--- src/design/vtd_pkg.sv ---
package vtd_pkg;

    localparam int XW = 35;          // vectoring x/y width
    localparam int ZW = 32;          // binary angle width, one turn wraps
    localparam int CW = 33;          // rotation x/y width, q2.30 with headroom
    localparam int AW = 34;          // rotation residual angle width
    localparam int VW = 28;          // velocity width, units of 2^-16
    localparam int ATAN_COUNT = 24;
    localparam int QDEPTH = 4;
    localparam logic [29:0] INV_GAIN_Q30 = 30'd652032874;

    // configuration register indexes
    localparam logic REG_SPEED_GAIN = 1'b0;
    localparam logic REG_TURN_GAIN  = 1'b1;

    typedef struct packed {
        logic [VW-1:0]        vel;
        logic signed [ZW-1:0] ang;
        logic                 neg;
        logic                 wide;
    } t_mid;

    function automatic logic [ZW-1:0] atan_val(input int idx);
        logic [ZW-1:0] v;
        case (idx)
            0:  v = 32'd536870912;
            1:  v = 32'd316933406;
            2:  v = 32'd167458907;
            3:  v = 32'd85004756;
            4:  v = 32'd42667331;
            5:  v = 32'd21354465;
            6:  v = 32'd10679838;
            7:  v = 32'd5340245;
            8:  v = 32'd2670163;
            9:  v = 32'd1335087;
            10: v = 32'd667544;
            11: v = 32'd333772;
            12: v = 32'd166886;
            13: v = 32'd83443;
            14: v = 32'd41722;
            15: v = 32'd20861;
            16: v = 32'd10430;
            17: v = 32'd5215;
            18: v = 32'd2608;
            19: v = 32'd1304;
            20: v = 32'd652;
            21: v = 32'd326;
            22: v = 32'd163;
            23: v = 32'd81;
            default: v = '0;
        endcase
        return v;
    endfunction

endpackage

--- src/design/vtd_queue.sv ---
module vtd_queue (
    input  logic          i_clk,
    input  logic          i_rst_n,
    input  logic          i_push,
    input  vtd_pkg::t_mid i_word,
    input  logic          i_pop,
    output logic          o_full,
    output logic          o_empty,
    output vtd_pkg::t_mid o_word
);

    localparam int PW = $clog2(vtd_pkg::QDEPTH);

    vtd_pkg::t_mid r_mem [0:vtd_pkg::QDEPTH-1];
    logic [PW-1:0] r_wr, r_rd;
    logic [PW:0]   r_count;

    always_ff @(posedge i_clk) begin
        if (i_push) begin
            r_mem[r_wr] <= i_word;
        end
    end

    always_ff @(posedge i_clk) begin
        if (!i_rst_n) begin
            r_wr    <= '0;
            r_rd    <= '0;
            r_count <= '0;
        end else begin
            if (i_push) r_wr <= r_wr + 1'b1;
            if (i_pop)  r_rd <= r_rd + 1'b1;
            if (i_push && !i_pop)      r_count <= r_count + 1'b1;
            else if (!i_push && i_pop) r_count <= r_count - 1'b1;
        end
    end

    assign o_full  = (r_count == (PW+1)'(vtd_pkg::QDEPTH));
    assign o_empty = (r_count == '0);
    assign o_word  = r_mem[r_rd];

    assert property (@(posedge i_clk) disable iff (!i_rst_n)
        r_count <= (PW+1)'(vtd_pkg::QDEPTH))
        else $error("queue count overflow");
    assert property (@(posedge i_clk) disable iff (!i_rst_n)
        i_push |-> !o_full)
        else $error("write into full queue");
    assert property (@(posedge i_clk) disable iff (!i_rst_n)
        i_pop |-> !o_empty)
        else $error("read from empty queue");
    assert property (@(posedge i_clk) disable iff (!i_rst_n)
        i_push && !i_pop |=> r_count == $past(r_count) + 1'b1)
        else $error("queue count lost a word");

endmodule

--- config.mk ---
export PLATFORM = sky130hd
export DESIGN_NAME = vtd_queue
export DESIGN_NICKNAME = d
export VERILOG_FILES = /design/src/design/vtd_pkg.sv /design/src/design/vtd_queue.sv
export SDC_FILE = /design/constraint.sdc
export NUM_CORES = 1
export LEC_CHECK = 0
export BUFFER_PORTS_ARGS = -buffer_cell sky130_fd_sc_hd__buf_2
export CORE_UTILIZATION = 57
export CTS_CLUSTER_DIAMETER = 200
export CTS_CLUSTER_SIZE = 25
export DETAILED_ROUTE_END_ITERATION = 6
export PLACE_DENSITY = 0.78
export SETUP_SLACK_MARGIN = 0.5
export SYNTH_ARGS = -nofsm -noshare
export SYNTH_HDL_FRONTEND = slang
export SYNTH_SLANG_ARGS = --single-unit
export TNS_END_PERCENT = 50
--- constraint.sdc ---
create_clock -name i_clk -period 2.9 [get_ports i_clk]
set_clock_uncertainty 0.15 [all_clocks]
set_input_delay 0.29 -clock i_clk [delete_from_list [all_inputs] [get_ports i_clk]]
set_output_delay 0.29 -clock i_clk [all_outputs]
set_load 0.01 [all_outputs]
# Word-level counts from Yosys, hierarchy flattened

Memory sizes are Yosys's and may differ from the RTL's. A register that Yosys moved wholly into a read port is not among the register bits.
Index checks and enable logic that the tools add are counted.

Memories: 1
Input port bits: 66
Flip-flop bits (word level): 7
RAM bits: 248
Logic and storage cells: 21
Output and inout port bits: 64

Reduce and logical (&&, ||, !) cells: 6
Equality and inequality tests: 1
Muxes and demuxes: 6
Add/sub/neg operators: 4

Memory list:

| memory | depth | bits a word | rd ports | clocked after Yosys merged registers in | wr ports | RTL line        | text |
|---|---|---|---|---|---|---|---|
| r_mem  | 4     | 62          | 1        | 1                                       | 1        | vtd_queue.sv:14 | `vtd_pkg::t_mid r_mem [0:vtd_pkg::QDEPTH-1];` |

Operator list:

| kind                                                                | count |
|---|---|
| 3-bit two-way mux                                                   | 2 |
| 2-bit by 1-bit adder with 2-bit output (second input constant)      | 2 |
| 2-bit two-way mux                                                   | 2 |
| 3-bit by 1-bit adder with 3-bit output (second input constant)      | 1 |
| 3-bit equality test (second input constant)                         | 1 |
| 3-bit zero test                                                     | 1 |
| 3-bit by 1-bit subtractor with 3-bit output (second input constant) | 1 |
| 1-bit logical AND                                                   | 2 |
| 1-bit zero test                                                     | 2 |
| 1-bit two-way mux                                                   | 2 |
| 2-bit nonzero test                                                  | 1 |

# Longest topological paths before layout

Gate-level depths: netlist of the first run.

Depth in word-level cells: 4
Mapped depth: 7
Mapped depth without buffers: 7

# Worst setup path before layout of the first run

OpenSTA, ideal clock, no wires.

Path kind: reg-to-reg
Start: reg r_wr[0]
End: mem r_mem[2][0] (netlist bit), enable pin
Data arrival time: 2.001 ns
Stages on the path, launching flop included: 4
Setup time: 0.426 ns
Data required time: 2.324 ns
Setup slack: 0.322 ns
Path through: dfxtp_1 inv_1 ha_1 and2_1

RTL lines:

| what                   | RTL line        | text |
|---|---|---|
| start, declared        | vtd_queue.sv:15 | `logic [PW-1:0] r_wr, r_rd;` |
| start signal, assigned | vtd_queue.sv:30 | `if (i_push) r_wr <= r_wr + 1'b1;` |
| end, declared          | vtd_queue.sv:14 |  |

No word-level cell before the write port.

==> metrics.md, run 1 <==
| Metric | Value |
|---|---|
| Outcome | completed |
| Placeable Area | 16100 um2 |
| Initial drt markers | 280 |
| Sum Neg Setup Slack | 0 ns |
| Hold depth | 3 |
| CTS tree | built |
| Initial antenna violation count | 0 |
| Clock Tree Root | clkbuf_16 |
| Max Slew Vio Count | 0 |
| Site Rows | 46 |
| Die area | between 15000 and 20000 um2 |
| Hold Vio Cnt, Final | 0 |
| Final instance area | 11500 um2 |
| Internal Power | 5.68 mW |
| GR Overflow Total | 0 |
| First-pass GRT wire length | 25000 um |
| Post-DP HPWL | 9670 um |
| Synth warn | 0 |
| WL/cell | 21.0 um |
| Share of cells above drive strength 1 | 0.385 |
| Final worst slack | between 0.5 and 0.6 ns |
| Clk slew on worst S/H paths | approximately 0.10 ns |
| Crit Path Max Fanout | 24 |
| WP data arrival | 1.88 ns |
| NetSw | about 1.6 mW |
| Critical Path Start Type | flip-flop |
| Slew margin rel. | 0.681 |
| Final setup vio count | 0 |
| Syn nets | 439 |
| Via-to-Cell Ratio | roughly 5.5 |
| Critical path type | reg -> out |
| Routed Antenna Nets | 0 |
| Element type at the critical path end | primary output |
| Post-Layout Cell Count | 798 |
| Synthesis-to-layout area growth | 21.2% |
| Die Span Y | 131 um |
| Clk_lat worst skew | 0.46 ns |
| MaxCap Viol Count | 0 |
| Pre-CTS setup slack | 0.819 ns |
| Pwr Total | 7.26 mW |
| Starting Density | 0.589 |
| Die Span X | 131 um |
| Synth async-reset ratio | 0 |
| Gpl congestion | 0.723 |
| Clk sinks | 257 |
| FF+latch count, synth | 257 |
| Synthesized instance count | 367 |
| Vias after detailed routing | 4389 |
| DP Area | 10400 um2 |
| Syn_area_per_cell | 25.8 um2 |
| Ports | 130 |
| RSZ-0062 raised after global routing | true |
| Final WL | 16700 um |
| Worst-Margin Slew | 0.478 ns |
| Sequential Power Share | 0.594 |
| Vias in the first global route | 4669 |
| CP required | approximately 2.5 ns |
| Total GRT Usage | 0.199 |
| Seq/Total Area, Yosys | 0.806 |
| Number of flops mapped to enable cells by yosys | roughly 250 |
| Period utilisation layout | 0.800 |
| P_leak | 3.90 nW |
| HP Class | in -> reg |
| Post-Syn Area | 9460 um2 |
| Distinct cells, synth | 22 |
| Fin crit period | 2.32 ns |
| R2R Setup Slk | 1.01 ns |
| Router iterations before antenna repair | 4 |
| VDD IR max | 0.505 mV |
| Largest net degree at the start of global routing | 40 |
| TritonCTS Buffers | 14 |
| Nets | 646 |
| CTS Buffer Depth | 3 |
| PortBufs | 129 |
| Ant diodes | 0 |
| Cells on worst reg2reg path | 4 |
| Fmax | 431 MHz |
| Combinational share of power | 0.119 |
| Placed Instances | 707 |
| Main synth FF type | edfxtp_1 |
| Power density cells | 633 nW/um2 |
| H-tree Lvls | 1 |
| Sw frac | 0.217 |
| DRC viols | 0 |
| Clock power share | 0.286 |
[cell usage in the layout (no fill, tap or decap)]
cell type      Yosys  final
a21boi_0           1      1
and2_1             9      5
and2_4             0      4
buf_12             6      5
buf_16             0      1
buf_2              6    129
buf_4              0      6
buf_6              1      1
clkbuf_1           1      8
clkbuf_16          0     15
dfxtp_1            9      7
dfxtp_4            0      2
dlygate4sd3_1      0     63
edfxtp_1         248    248
fa_1               1      1
ha_1               5      5
inv_1              4      4
inv_16             0      1
mux2i_1            2      2
mux4_1             2      2
mux4_2            60     60
nand2_1            1      1
nor2b_1            2      2
nor3_1             1      1
nor3b_1            1      1
o21ai_0            1      1
or3_1              1      1
xnor2_1            2      2
xor2_1             3      3
[metal layers]
metal	track usage	share of wire	vias to the layer above	wire, um
met5	0	0	-	0
met4	0.0385	0.012	0	203
met3	0.0399	0.056	18	935
met2	0.344	0.50	126	8360
met1	0.267	0.43	2289	7230
li1	-	-	1956	-
[cell usage after synthesis (2+ instances only)]
library cell,count,area [um2]
edfxtp_1,248,7450
mux4_2,60,1350
and2_1,9,56.3
dfxtp_1,9,180
buf_12,6,120
buf_2,6,30.0
ha_1,5,62.6
inv_1,4,15.0
xor2_1,3,26.3
mux2i_1,2,20.0
mux4_1,2,52.6
nor2b_1,2,12.5
xnor2_1,2,17.5
[final timing paths]
path	to	from
setup / recovery	o_word[48]	flip-flop
hold / removal	r_rd[0]	i_pop
setup reg to reg	r_mem[1][29]	r_wr[1]
hold reg to reg	r_count[2]	r_count[2]
[worst max-delay path: stages, from the launching register on]
cell and delay, ns:
dfxtp_4 0.42, buf_16 0.23, mux4_1 0.57, buf_2 0.16
[through the flow]
| stage | hold WS [ns] | utilization |
|---|---|---|
| 5_1_grt | 0.0726 | 0.714 |
| 3_5_place_dp | 0.355 | 0.646 |
| 3_3_place_gp | 0.336 | 0.646 |
| 2_1_floorplan | 0.239 | - |
| 4_1_cts | 0.0489 | 0.714 |
| 6_report | 0.0753 | 0.714 |
[repair_timing]
action                                 CTS  global route
pin swaps                                0             0
gates resized for setup                  0             1
setup endpoints to repair               47             2
hold buffers                            63             0
setup buffers                            4             0
endpoints found under the hold margin  257             0
[power groups by stage]
stage | Clock [mW] | Sequential [mW] | Combinational, mW
after floorplan | 0 | 4.38 | 0.505
after global placement | 0 | 4.40 | 0.759
after detailed placement | 0 | 4.42 | 0.779
after CTS | 2.13 | 4.32 | 0.880
after global routing | 2.24 | 4.33 | 0.944
final | 2.08 | 4.32 | 0.867
[logic make-up after synthesis]
group	Yosys count	share of synthesized area
fa+ha+maj	6	0.00873
xor+xnor	5	0.00463
mux	64	0.150
buf+inv	18	0.0190
flops	257	0.806
simple gates	15	0.00965
compound gates	2	0.00132
[registers in the layout, indices dropped and copies added, names as in the netlist, named ones only]
signal / flops
r_rd: 2
r_count: 3
r_mem: 248
r_wr: 2
[cell type report]
type / instances / area, um2
fill: 958 / 4590
timing repair buffer: 205 / 1460
clock buffer: 23 / 405
inverter: 4 / 15.0
clock inverter: 1 / 20.0
multi-input combinational: 92 / 1660
sequential: 257 / 7630
tap: 216 / 270
Power figures use the tool's default switching activity.
==> inputs of run 2 (changes only) <==
==> constraint.sdc (replaced) <==
create_clock -name i_clk -period 2.2 [get_ports i_clk]
set_clock_uncertainty 0.15 [all_clocks]
set_input_delay 0.22 -clock i_clk [delete_from_list [all_inputs] [get_ports i_clk]]
set_output_delay 0.22 -clock i_clk [all_outputs]
set_load 0.01 [all_outputs]
==> metrics.md, run 2 (synthesis gave the netlist of run 1 again) <==
| Metric | Value |
|---|---|
| Max reg flops | 248 |
| Worst path depth | 4 |
| Post-layout util | 0.758 |
| Clk_lat worst skew | 0.48 ns |
| Power density cells | slightly above 800 nW/um2 |
| Element type at the critical path end | primary output |
| WP data arrival | about 1.9 ns |
| Vias after detailed routing | 4557 |
| NetSw | 2.16 mW |
| Critical-path cell list | buf_12, bufbuf_16, mux4_2, buf_6 |
| Die Span X | approximately 130 um |
| Most common cell after layout, fill and taps aside | edfxtp_1 |
| Busiest layer in global routing | met2 |
| Worst Min Path Start | i_push |
| CTS Buffer Depth | 3 |
| Vias in the first global route | about 4700 |
| WL/cell | 21.9 um |
| HP Class | in -> reg |
| Most frequent cells in the layout | 248 x edfxtp_1, 85 x buf_2, 65 x dlygate4sd3_1 |
| Sum Neg Setup Slack | -1.91 ns |
| Initial drt markers | 273 |
| Ports | 130 |
| MaxCap Viol Count | 0 |
| CTS tree | built |
| Slew margin rel. | 0.742 |
| Via-to-Cell Ratio | 5.57 |
| GR Overflow Total | 0 |
| Final worst slack | -0.0755 ns |
| WP buf/inv | 3 |
| Router iterations before antenna repair | 4 |
| Nets | 670 |
| Slowest CP cell | mux4_2 |
| Gpl congestion | 0.696 |
| Clock power share | 0.274 |
| Max Slew Vio Count | 0 |
| Max incr delay on CP | ~0.51 ns |
| Failing checks | negative setup slack |
| RSZ-0062 raised after global routing | true |
| Biggest regs | r_mem (248), r_count (3) |
| Fmax | 439 MHz |
| Outcome | finished, violations left |
| Ant diodes | 0 |
| Routed Antenna Nets | 0 |
| Cells on worst reg2reg path | 4 |
| FF-to-FF Start | r_wr[0] |
| Final WL | roughly 18000 um |
| DRC viols | 0 |
| Hold depth | 3 |
| Pwr Total | just under 10 mW |
| PortBufs | 129 |
| Crit Path Max Fanout | 5 |
| Clk slew on worst S/H paths | 0.09 ns |
| Sw frac | 0.218 |
| Sequential Power Share | 0.575 |
| Die Span Y | 131 um |
| First-pass GRT wire length | approximately 26000 um |
| GRT met3 Usage | 0.0399 |
| Combinational share of power | 0.152 |
| Hold Vio Cnt, Final | 0 |
| H-tree Lvls | 1 |
| Die area | around 17000 um2 |
| Grt met2 use | 0.356 |
| Period utilisation layout | 1.03 |
| Critical Path Start Type | flip-flop |
| Synthesis-to-layout area growth | 28.7% |
| P_leak | ~4.2 nW |
| Site Rows | 46 |
| CP required | about 1.8 ns |
| Largest net degree at the start of global routing | 27 |
| Fin crit period | 2.28 ns |
| Internal Power | between 7 and 8 mW |
| Final hold slack | 0.0225 ns |
| Share of cells above drive strength 1 | 0.420 |
| Placeable Area | 16100 um2 |
| VDD IR max | 0.810 mV |
| Final setup vio count | 55 |
| Starting Density | 0.589 |
| Pre-CTS setup slack | ~0.25 ns |
| GR Layer Usage met1 | 0.276 |
| Worst-Margin Slew | between 0.3 and 0.4 ns |
| Post-DP HPWL | 10100 um |
| CP delay by family, top | buffers and inverters |
| Clock Tree Root | clkbuf_16 |
| Total GRT Usage | 0.208 |
| Initial antenna violation count | 0 |
| TritonCTS Buffers | 14 |
| Critical path type | reg -> out |
| Largest Register | r_mem |
| Clk sinks | between 200 and 300 |
[run 2: cell types whose count changed in the layout (fill, tap and decap cells not counted), moves of 2 or more]
cell,before,now
and2_2,0,2
buf_12,5,15
buf_16,1,5
buf_2,129,85
buf_6,1,49
clkbuf_1,8,4
dfxtp_1,7,3
dfxtp_2,0,4
dlygate4sd3_1,63,65
mux4_1,2,0
mux4_2,60,62
[run 2: area by class of cell]
cell class,count,area [um2]
Inverter,4,15.0
Clock buffer,19,390
Clock inverter,1,20.0
Timing Repair Buffer,227,2170
Tap cell,216,270
Fill cell,855,3880
Multi-Input combinational cell,94,1670
Sequential cell,257,7640
[run 2: final timing paths]
| path | end | slack [ns] |
|---|---|---|
| max | o_word[20] | -0.08 |
| min | r_wr[0] | 0.02 |
| max reg2reg | r_mem[0][22] | 0.54 |
| min reg2reg | r_count[2] | 0.37 |
[run 2: power groups by stage]
stage / clock network [mW] / logic [mW] / registers (mW)
floorplan: 0 / 0.668 / 5.76
finish: 2.71 / 1.50 / 5.69
global route: 2.91 / 1.60 / 5.71
CTS: 2.75 / 1.36 / 5.68
detailed placement: 0 / 1.08 / 5.81
global placement: 0 / 1.06 / 5.79
[run 2: tightest hold or removal path, cell delays in order]
cell and delay (ns):
buf_2 0.18, xor2_1 0.08, and2_1 0.14
[run 2: routing by layer]
metal,vias to the layer above,share of wire
li1,2010,-
met1,2346,0.39
met2,178,0.52
met3,23,0.062
met4,0,0.023
met5,-,0
[run 2: timing repair]
action | CTS | global route
setup endpoints to repair | 167 | 157
cloned | 6 | 2
buffers inserted | 12 | 1
gates resized for setup | 26 | 38
endpoints found under the hold margin | 257 | 0
hold buffers | 65 | 0
[run 2: metrics by stage]
stage	std cells	area, um2
2_1_floorplan	367	9470
3_3_place_gp	712	10500
3_5_place_dp	712	10500
4_1_cts	815	11900
5_1_grt	818	12200
6_report	818	12200
